## config.mk

```make
export PLATFORM = sky130hd
export DESIGN_NAME = tpsd_color
export DESIGN_NICKNAME = d
export VERILOG_FILES = /design/src/hdl/tpsd_pkg.sv /design/src/hdl/tpsd_color.sv
export SDC_FILE = /design/constraint.sdc
export NUM_CORES = 1
export LEC_CHECK = 0
export ABC_CLOCK_PERIOD_IN_PS = 2500
export BUFFER_PORTS_ARGS = -buffer_cell sky130_fd_sc_hd__buf_4
export CAP_MARGIN = 20
export CORE_UTILIZATION = 25
export DETAILED_ROUTE_END_ITERATION = 8
export PLACE_DENSITY = 0.64
export SYNTH_ARGS = -nofsm -noshare
export SYNTH_HDL_FRONTEND = slang
export SYNTH_SLANG_ARGS = --single-unit
```

## constraint.sdc

```tcl
create_clock -name vclk -period 2.5
set_input_delay 0.5 -clock vclk [all_inputs]
set_output_delay 0.5 -clock vclk [all_outputs]
set_load 0.05 [all_outputs]
```

## src/hdl/tpsd_pkg.sv

```systemverilog
`default_nettype none

package tpsd_pkg;

  localparam int PALETTE_DEPTH = 256;
  localparam int PAL_AW = (PALETTE_DEPTH > 1) ? $clog2(PALETTE_DEPTH) : 1;

  localparam logic [31:0] OPAQUE_BLACK = 32'hFF00_0000;

  localparam logic [1:0] MODE_MAPPED = 2'd0;
  localparam logic [1:0] MODE_TRUE   = 2'd1;
  localparam logic [1:0] MODE_GREY   = 2'd2;

  typedef enum logic [2:0] {
    CFG_COLOR_MODE     = 3'd0,
    CFG_RLE_ENABLE     = 3'd1,
    CFG_PIXEL_BYTES    = 3'd2,
    CFG_MAP_ENTRY_BITS = 3'd3,
    CFG_IMAGE_WIDTH    = 3'd4,
    CFG_IMAGE_HEIGHT   = 3'd5,
    CFG_MIRROR_COLUMNS = 3'd6,
    CFG_TOP_DOWN       = 3'd7
  } cfg_reg_e;

  // pixel format settings seen by the colour converter
  typedef struct packed {
    logic [1:0] color_mode;
    logic [2:0] pixel_bytes;
    logic [5:0] map_entry_bits;
  } tpsd_fmt_t;

  // 5-bit to 8-bit channel, rounded as (v*255+15)/31
  function automatic logic [7:0] widen5(logic [4:0] v);
    logic [2:0] f;
    f = 3'd0;
    if (v >= 5'd3)  f = 3'd1;
    if (v >= 5'd7)  f = 3'd2;
    if (v >= 5'd12) f = 3'd3;
    if (v >= 5'd16) f = 3'd4;
    if (v >= 5'd20) f = 3'd5;
    if (v >= 5'd25) f = 3'd6;
    if (v >= 5'd29) f = 3'd7;
    return {v, 3'b000} + {5'b00000, f};
  endfunction

  function automatic logic [31:0] from555(logic [15:0] v);
    return {8'hFF, widen5(v[14:10]), widen5(v[9:5]), widen5(v[4:0])};
  endfunction

endpackage

`default_nettype wire

```

## src/hdl/tpsd_color.sv

```systemverilog
`default_nettype none

module tpsd_color import tpsd_pkg::*; (
  input  wire logic      [31:0] px_i,
  input  wire tpsd_fmt_t        fmt_i,
  input  wire logic             pal_ok_i,
  input  wire logic      [31:0] pal_raw_i,
  output logic           [31:0] argb_o
);

  logic [31:0] pal_argb;

  always_comb begin
    pal_argb = OPAQUE_BLACK;
    if (pal_ok_i) begin
      case (fmt_i.map_entry_bits)
        6'd15, 6'd16: pal_argb = from555(pal_raw_i[15:0]);
        6'd24:        pal_argb = {8'hFF, pal_raw_i[23:0]};
        6'd32:        pal_argb = pal_raw_i;
        default:      pal_argb = OPAQUE_BLACK;
      endcase
    end
  end

  always_comb begin
    argb_o = OPAQUE_BLACK;
    if (fmt_i.pixel_bytes >= 3'd1 && fmt_i.pixel_bytes <= 3'd4) begin
      case (fmt_i.color_mode)
        MODE_MAPPED: argb_o = pal_argb;
        MODE_TRUE: begin
          case (fmt_i.pixel_bytes)
            3'd2:    argb_o = from555(px_i[15:0]);
            3'd3:    argb_o = {8'hFF, px_i[23:0]};
            3'd4:    argb_o = px_i;
            default: argb_o = OPAQUE_BLACK;
          endcase
        end
        MODE_GREY: argb_o = {8'hFF, px_i[7:0], px_i[7:0], px_i[7:0]};
        default:   argb_o = OPAQUE_BLACK;
      endcase
    end
  end

endmodule

`default_nettype wire

```

# After elaboration in Yosys (flattened, before gate mapping)

Cells that the tools add are included.

Register bits: 0
Input port bits: 76
Output and inout port bits: 32
Logic and storage cells: 124

Add/subtract/negate cells: 6
Magnitude comparators: 44
Equal/unequal tests: 9
Multiplexer cells: 62
Reduce and logical (&&, ||, !) cells: 3

Operators with widths:

| cell                 | count |
|---|---|
| $pmux W32 S3         | 3 |
| $mux W3              | 51 |
| $ge A5 B5 Y1 const B | 24 |
| $mux W32             | 2 |
| $add A8 B3 Y8        | 6 |
| $ge A5 B2 Y1 const B | 6 |
| $ge A5 B3 Y1 const B | 6 |
| $ge A5 B4 Y1 const B | 6 |
| $eq A6 B5 Y1 const B | 2 |
| $eq A3 B2 Y1 const B | 2 |
| $eq A6 B4 Y1 const B | 1 |
| $eq A6 B6 Y1 const B | 1 |
| $mux W1              | 6 |
| $eq A3 B3 Y1 const B | 1 |
| $ge A3 B1 Y1 const B | 1 |
| $le A3 B3 Y1 const B | 1 |
| $eq A2 B1 Y1 const B | 1 |
| $eq A2 B2 Y1 const B | 1 |
| $logic_not A2 Y1     | 1 |
| $reduce_or A2 Y1     | 1 |
| $logic_and A1 B1 Y1  | 1 |

# Depth between registers and ports, before layout

Gate-level depths: netlist of the first run.

Depth in word-level cells: 15
Depth in mapped cells: 7
Depth with buffers taken out: 5

# Least setup slack after synthesis of the first run

Ideal clock, no wire load.

Path type: input to output
Start point: in fmt_i[4] (netlist bit)
End point: out argb_o[2]
Arrival time: 2.333 ns
Data required time: 2.000 ns
Slack: -0.333 ns
Stages: 6
Path buffers: 1
Path through: or3b_1 > o22ai_2 > buf_2 > nand2_1 > a21o_1 > a31oi_1

Word-level cells in the longest chain between the ends: 6
Elaborated cells on any way between the ends: 9
Those cells by class: eq/ne (4); mux (4); reduce/logical (1)

Ends and longest elaborated chain:

| what                                         | line             | RTL |
|---|---|---|
| start: declaration                           | tpsd_color.sv:5  | `input wire tpsd_fmt_t fmt_i,` |
| $eq A6 B4 Y1 or $eq A6 B5 Y1 (tied branches) | tpsd_color.sv:16 | `case (fmt_i.map_entry_bits)` |
| $reduce_or A2 Y1                             | tpsd_color.sv:16 |  |
| $pmux W32 S3 *                               | tpsd_color.sv:16 |  |
| $mux W32 *                                   | tpsd_color.sv:15 | `if (pal_ok_i) begin` |
| $pmux W32 S3 *                               | tpsd_color.sv:28 | `case (fmt_i.color_mode)` |
| $mux W32 *                                   | tpsd_color.sv:27 | `if (fmt_i.pixel_bytes >= 3'd1 && fmt_i.pixel_bytes <= 3'd4) begin` |
| end: declaration                             | tpsd_color.sv:8  | `output logic [31:0] argb_o` |

Every way passes the cells marked *; elsewhere a longest branch is shown, timed or not.

# Worst setup path after layout of the first run

Start point: in fmt_i[5] (netlist bit)
End point: out argb_o[3]

The elaborated chain is that of the path after synthesis.

==> results of run 1 <==
==> synthesized netlist by cell type, types with 3 or more instances <==
library cell  instances  area [um2]
nor4bb_1              4       40.04
o31ai_1               5       37.54
and2_1                6       37.54
a222oi_1              4       40.04
xnor2_1               4       35.03
nand2b_1              7       43.79
a32oi_1               3       26.28
nor2b_1               3       18.77
nand2_1              29       108.9
o21ai_0              11       55.05
a221oi_1              7       61.31
a22oi_1              15       112.6
a21oi_1              23       115.1
buf_2                 5       25.02
o22a_1                5       43.79
a31oi_1              14       87.58
clkbuf_1              8       30.03
o22ai_1              12       75.07
nand3b_1              3       22.52
mux2i_1               3       30.03
a22o_1                6       52.55
nor2_1               22       82.58
mux2_2                5       56.30
a21o_1                4       30.03
==> power groups by stage <==
| stage | registers [W] | clock network [W] | logic (W) |
|---|---|---|---|
| finish | 0 | 0 | 0.000513 |
| global route | 0 | 0 | 0.000546 |
| CTS | 0 | 0 | 0.000484 |
| detailed placement | 0 | 0 | 0.000477 |
| global placement | 0 | 0 | 0.000474 |
| floorplan | 0 | 0 | 0.000258 |
==> timing repair <==
item,4_1_cts,5_1_grt
setup buffers,0,0
gates cloned,0,1
resized for setup,10,33
pin swaps,2,13
setup endpoints to repair,9,24
==> cell type report <==
cell class	count	area, um2
Fill cell	611	3173
Multi-Input combinational cell	221	1575
Timing Repair Buffer	128	1075
Tap cell	75	93.84
Inverter	1	3.754
==> metrics by stage <==
stage	setup slack (ns)	area (um2)	cells	setup TNS [ns]
global route	-0.07082	2748	425	-0.4290
global placement	-0.01883	2571	424	-0.04441
finish	-0.02092	2748	425	-0.03383
floorplan	-0.1371	1598	239	-1.078
CTS	-0.02265	2608	424	-0.03789
detailed placement	-0.03771	2571	424	-0.1253
==> worst paths after layout <==
kind	from	endpoint
max	fmt_i[5]	argb_o[3]
min	pal_raw_i[31]	argb_o[31]
==> kinds of logic (layout without fill, tap and decap cells) <==
family	count (synthesis)	after routing	share of synthesized area [%]
AND/OR/NAND/NOR	91	91	31.68
AO/OA/AOI/OAI	116	116	52.93
multiplexers	8	8	5.619
XOR/XNOR	6	6	3.909
buffers and inverters	18	129	5.862
==> worst max-delay path: cells and delay by family <==
kind            cells  cell delay [ns]
compound gates      3             0.45
buf+inv             4             0.51
simple gates        2             0.56
==> per-layer routing <==
layer / routed length (um) / vias up / GRT usage [%]
met2: 3226 / 130 / 33.98
met4: 61 / 0 / 1.429
met5: 0 / - / 0
li1: - / 1175 / -
met1: 3016 / 1146 / 28.80
met3: 585 / 8 / 1.932
==> qor.txt, run 1 <==
Status = complete, but fails checks
Failing checks = setup timing
Startpoint type of the worst setup path = input port
Required time of the critical path = 2.00 ns
Drt total wl = 6888 um
Most frequent cells in the layout = buf_4 (100), nand2_1 (27), buf_6 (27)
Comb power frac = 100.0%
Fmax = 396.7 MHz
CTS Hold Bufs = 0
Core area = 5921 um2
PortBufs = 108
Initial Util = 25.95%
Setup CP Type = input port to primary output
Top cell by count, worst path = buf_6
ANT cells = 0
Crit-path cells = buf_6 -> or3b_4 -> o22ai_4 -> buf_6 -> buf_6 -> a22o_1 -> a222oi_1 -> nor2_1 -> buf_6
Endpoint class of the critical path = primary output
Fin. Hold Viols = 0
Initial antenna violation count = 0
Core Util, Final = 46.41%
Slowest CP cell = or3b_4
Die Y = 80.40 um
Leading cell type in the layout, fill and taps excluded = buf_4
Die Width = 80.40 um
Die footprint = 6463 um2
Num rows = 28
Worst Hold Depth = 4
Sequential fraction of design power = 0%
IR Drop Worst-Case VDD = 0.08383 mV
Synth warn = 0
Syn Inst Count = 239
Max_slew headroom = 68.68%
Share of layout cells above drive strength 1 = 47.14%
Mapped Area = 1536 um2
CP Data Arrival Time = 2.02 ns
Clk pwr share = 0%
Register Area = 0 um2
Fraction of the yosys area taken by sequential cells = 0%
Post-synth cell types = 50
Final Net Count = 428
Final min period = 2.521 ns
IO Pins = 108
Final setup margin = -0.02092 ns
Switching Fraction = 55.65%
Hold WC Path Type = input port to primary output
Router iterations before antenna repair = 5
Pwr/cell area = 186.8 nW/um2
Max cap viols = 0
CLK BUF = 0
Sequential cells = 0
Post-DR wirelength/cell = 16.21 um
Worst hold slack = 1.373 ns
Internal power = 0.0002276 W
Antenna Nets Post-Route = 0
Vias per cell = 5.786
Total track usage = 20.28%
Power, Total = 0.0005132 W
1st-iter DRT viols = 202
Final setup fails = 3
Final Max Slew Viols = 0
Residual DRC count = 0
RSZ-0062 raised after global routing = yes
Period utilization = 100.8%
Final HPWL DP = 5531 um
Remaining global-route overflow = 0
Total number of vias = 2,459
Synthesized area per cell = 6.429 um2
GPL Wtd Cong = 0.8816
Largest net degree at the start of global routing = 25
Synth-to-layout area growth = 78.83%
Synth Net Count = 315
Worst Max-Slew Pin Slew = 0.4688 ns
Max Fanout on Critical Path = 5
Vias in the first global route = 2,149
P_leak = 1.087 nW
First-pass GRT wire length = 10,560 um
Largest stage delay, worst path = 0.39 ns
NetSw = 0.0002856 W
Power figures use the tool's default switching activity.
==> run 2, diff against run 1 <==
--- a/config.mk
+++ b/config.mk
@@ -5,7 +5,7 @@
 export SDC_FILE = /design/constraint.sdc
 export NUM_CORES = 1
 export LEC_CHECK = 0
-export ABC_CLOCK_PERIOD_IN_PS = 2500
+export ABC_CLOCK_PERIOD_IN_PS = 2580
 export BUFFER_PORTS_ARGS = -buffer_cell sky130_fd_sc_hd__buf_4
 export CAP_MARGIN = 20
 export CORE_UTILIZATION = 25
==> constraint.sdc (replaced) <==
create_clock -name vclk -period 2.58
set_input_delay 0.516 -clock vclk [all_inputs]
set_output_delay 0.516 -clock vclk [all_outputs]
set_load 0.05 [all_outputs]
==> run 2 against run 1 <==
  * The flow now finishes without violations
  * Final cell count rose by 0.71%
  * Via count decreased by 1.4%
  * Power fell by 2.7%
  * Highest routed layer unchanged
==> qor.txt, run 2 (synthesized netlist as in run 1, its figures left out) <==
Die footprint = 6463 um2
Worst Max-Slew Pin Slew = 0.4530 ns
IO Pins = 108
GPL Wtd Cong = 0.8982
PortBufs = 108
Placed Area = 2582 um2
Max_slew headroom = 69.73%
Final HPWL DP = 5437 um
Non-Filler Instances = 428
Worst hold slack = 1.407 ns
Final Max Slew Viols = 0
First-pass GRT wire length = 10,650 um
Vias in the first global route = 2,195
Final min period = 2.578 ns
Register Area = 0 um2
Residual DRC count = 0
ANT cells = 0
Most frequent cells in the layout = buf_4 (107), nand2_1 (28), a21oi_1 (21)
CTS Hold Bufs = 0
Leading cell type in the layout, fill and taps excluded = buf_4
Required time of the critical path = 2.06 ns
P_leak = 1.089 nW
Share of layout cells above drive strength 1 = 47.59%
Placed Cells = 424
Num rows = 28
Startpoint type of the worst setup path = input port
CLK BUF = 0
Total track usage = 20.26%
Sequential cells = 0
Router iterations before antenna repair = 5
IR Drop Worst-Case VDD = 0.08121 mV
Remaining global-route overflow = 0
Synth-to-layout area growth = 79.40%
Status = complete, no violations
Setup CP Type = input port to primary output
Fin. Hold Viols = 0
Period utilization = 99.90%
1st-iter DRT viols = 169
Max Fanout on Critical Path = 10
Pwr/cell area = 181.2 nW/um2
RSZ-0062 raised after global routing = yes
Drt total wl = 6840 um
Layout Cell Area excl Fill = 2756 um2
Die Width = 80.40 um
Antenna Nets Post-Route = 0
Hold WC Path Type = input port to primary output
Power, Total = 0.0004995 W
Max cap viols = 0
Final TNS setup = 0 ns
CP Data Arrival Time = 2.06 ns
Fmax = 388.0 MHz
Initial antenna violation count = 0
Final setup fails = 0
Final Net Count = 431
Vias per cell = 5.666
Die Y = 80.40 um
Total number of vias = 2,425
Post-DR wirelength/cell = 15.98 um
Endpoint class of the critical path = primary output
Core area = 5921 um2
Filler cells = 611
Initial Util = 25.95%
Largest net degree at the start of global routing = 20
==> run 2: changes by cell type in the layout (fill, tap and decap cells not counted), moves of 3 or more <==
cell | previous run | this run
buf_4 | 100 | 107
buf_6 | 27 | 20
a221oi_1 | 4 | 7
a221oi_2 | 3 | 0
nor2_1 | 20 | 17
nor2_2 | 2 | 5
==> run 2: layer usage <==
layer	up-vias	wire length (um)	global-route usage, %
li1	1180	-	-
met1	1125	3126	30.22
met2	114	3172	32.54
met3	6	499	1.364
met4	0	42	1.429
met5	-	0	0
==> run 2: report_power, final <==
part / switching [W] / internal (W)
clock: 0 / 0
sequential: 0 / 0
combinational: 0.000274 / 0.000225
==> run 2: worst paths after layout <==
check	startpoint	endpoint	depth (start not counted)
max	fmt_i[4]	argb_o[2]	8
min	pal_raw_i[24]	argb_o[24]	4
==> run 2: cell type report <==
class	instances	area, um2	share of cell area (%)
inverters	1	3.754	0.1362
multi-input cells	221	1550	56.24
well taps	75	93.84	3.404
repair buffers	131	1109	40.22
==> run 2: what timing repair did <==
item | CTS | global route
endpoints found under the setup margin | 0 | 20
buffers inserted | 0 | 2
endpoints found under the hold margin | 0 | 0
gates resized for setup | 0 | 33
==> run 2: per-stage QoR <==
step,utilization (%),setup WS (ns)
after floorplan,-,-0.08816
after global placement,43.62,0.04858
after detailed placement,43.62,0.02951
after CTS,43.62,0.01972
after global routing,46.56,-0.06399
final,46.56,0.002457
==> run 2: critical path, cell delays in order <==
cell	delay, ns
buf_8	0.10
or3b_4	0.40
o22ai_4	0.26
buf_12	0.17
nand2_2	0.06
a21o_1	0.16
a31oi_2	0.20
buf_6	0.19
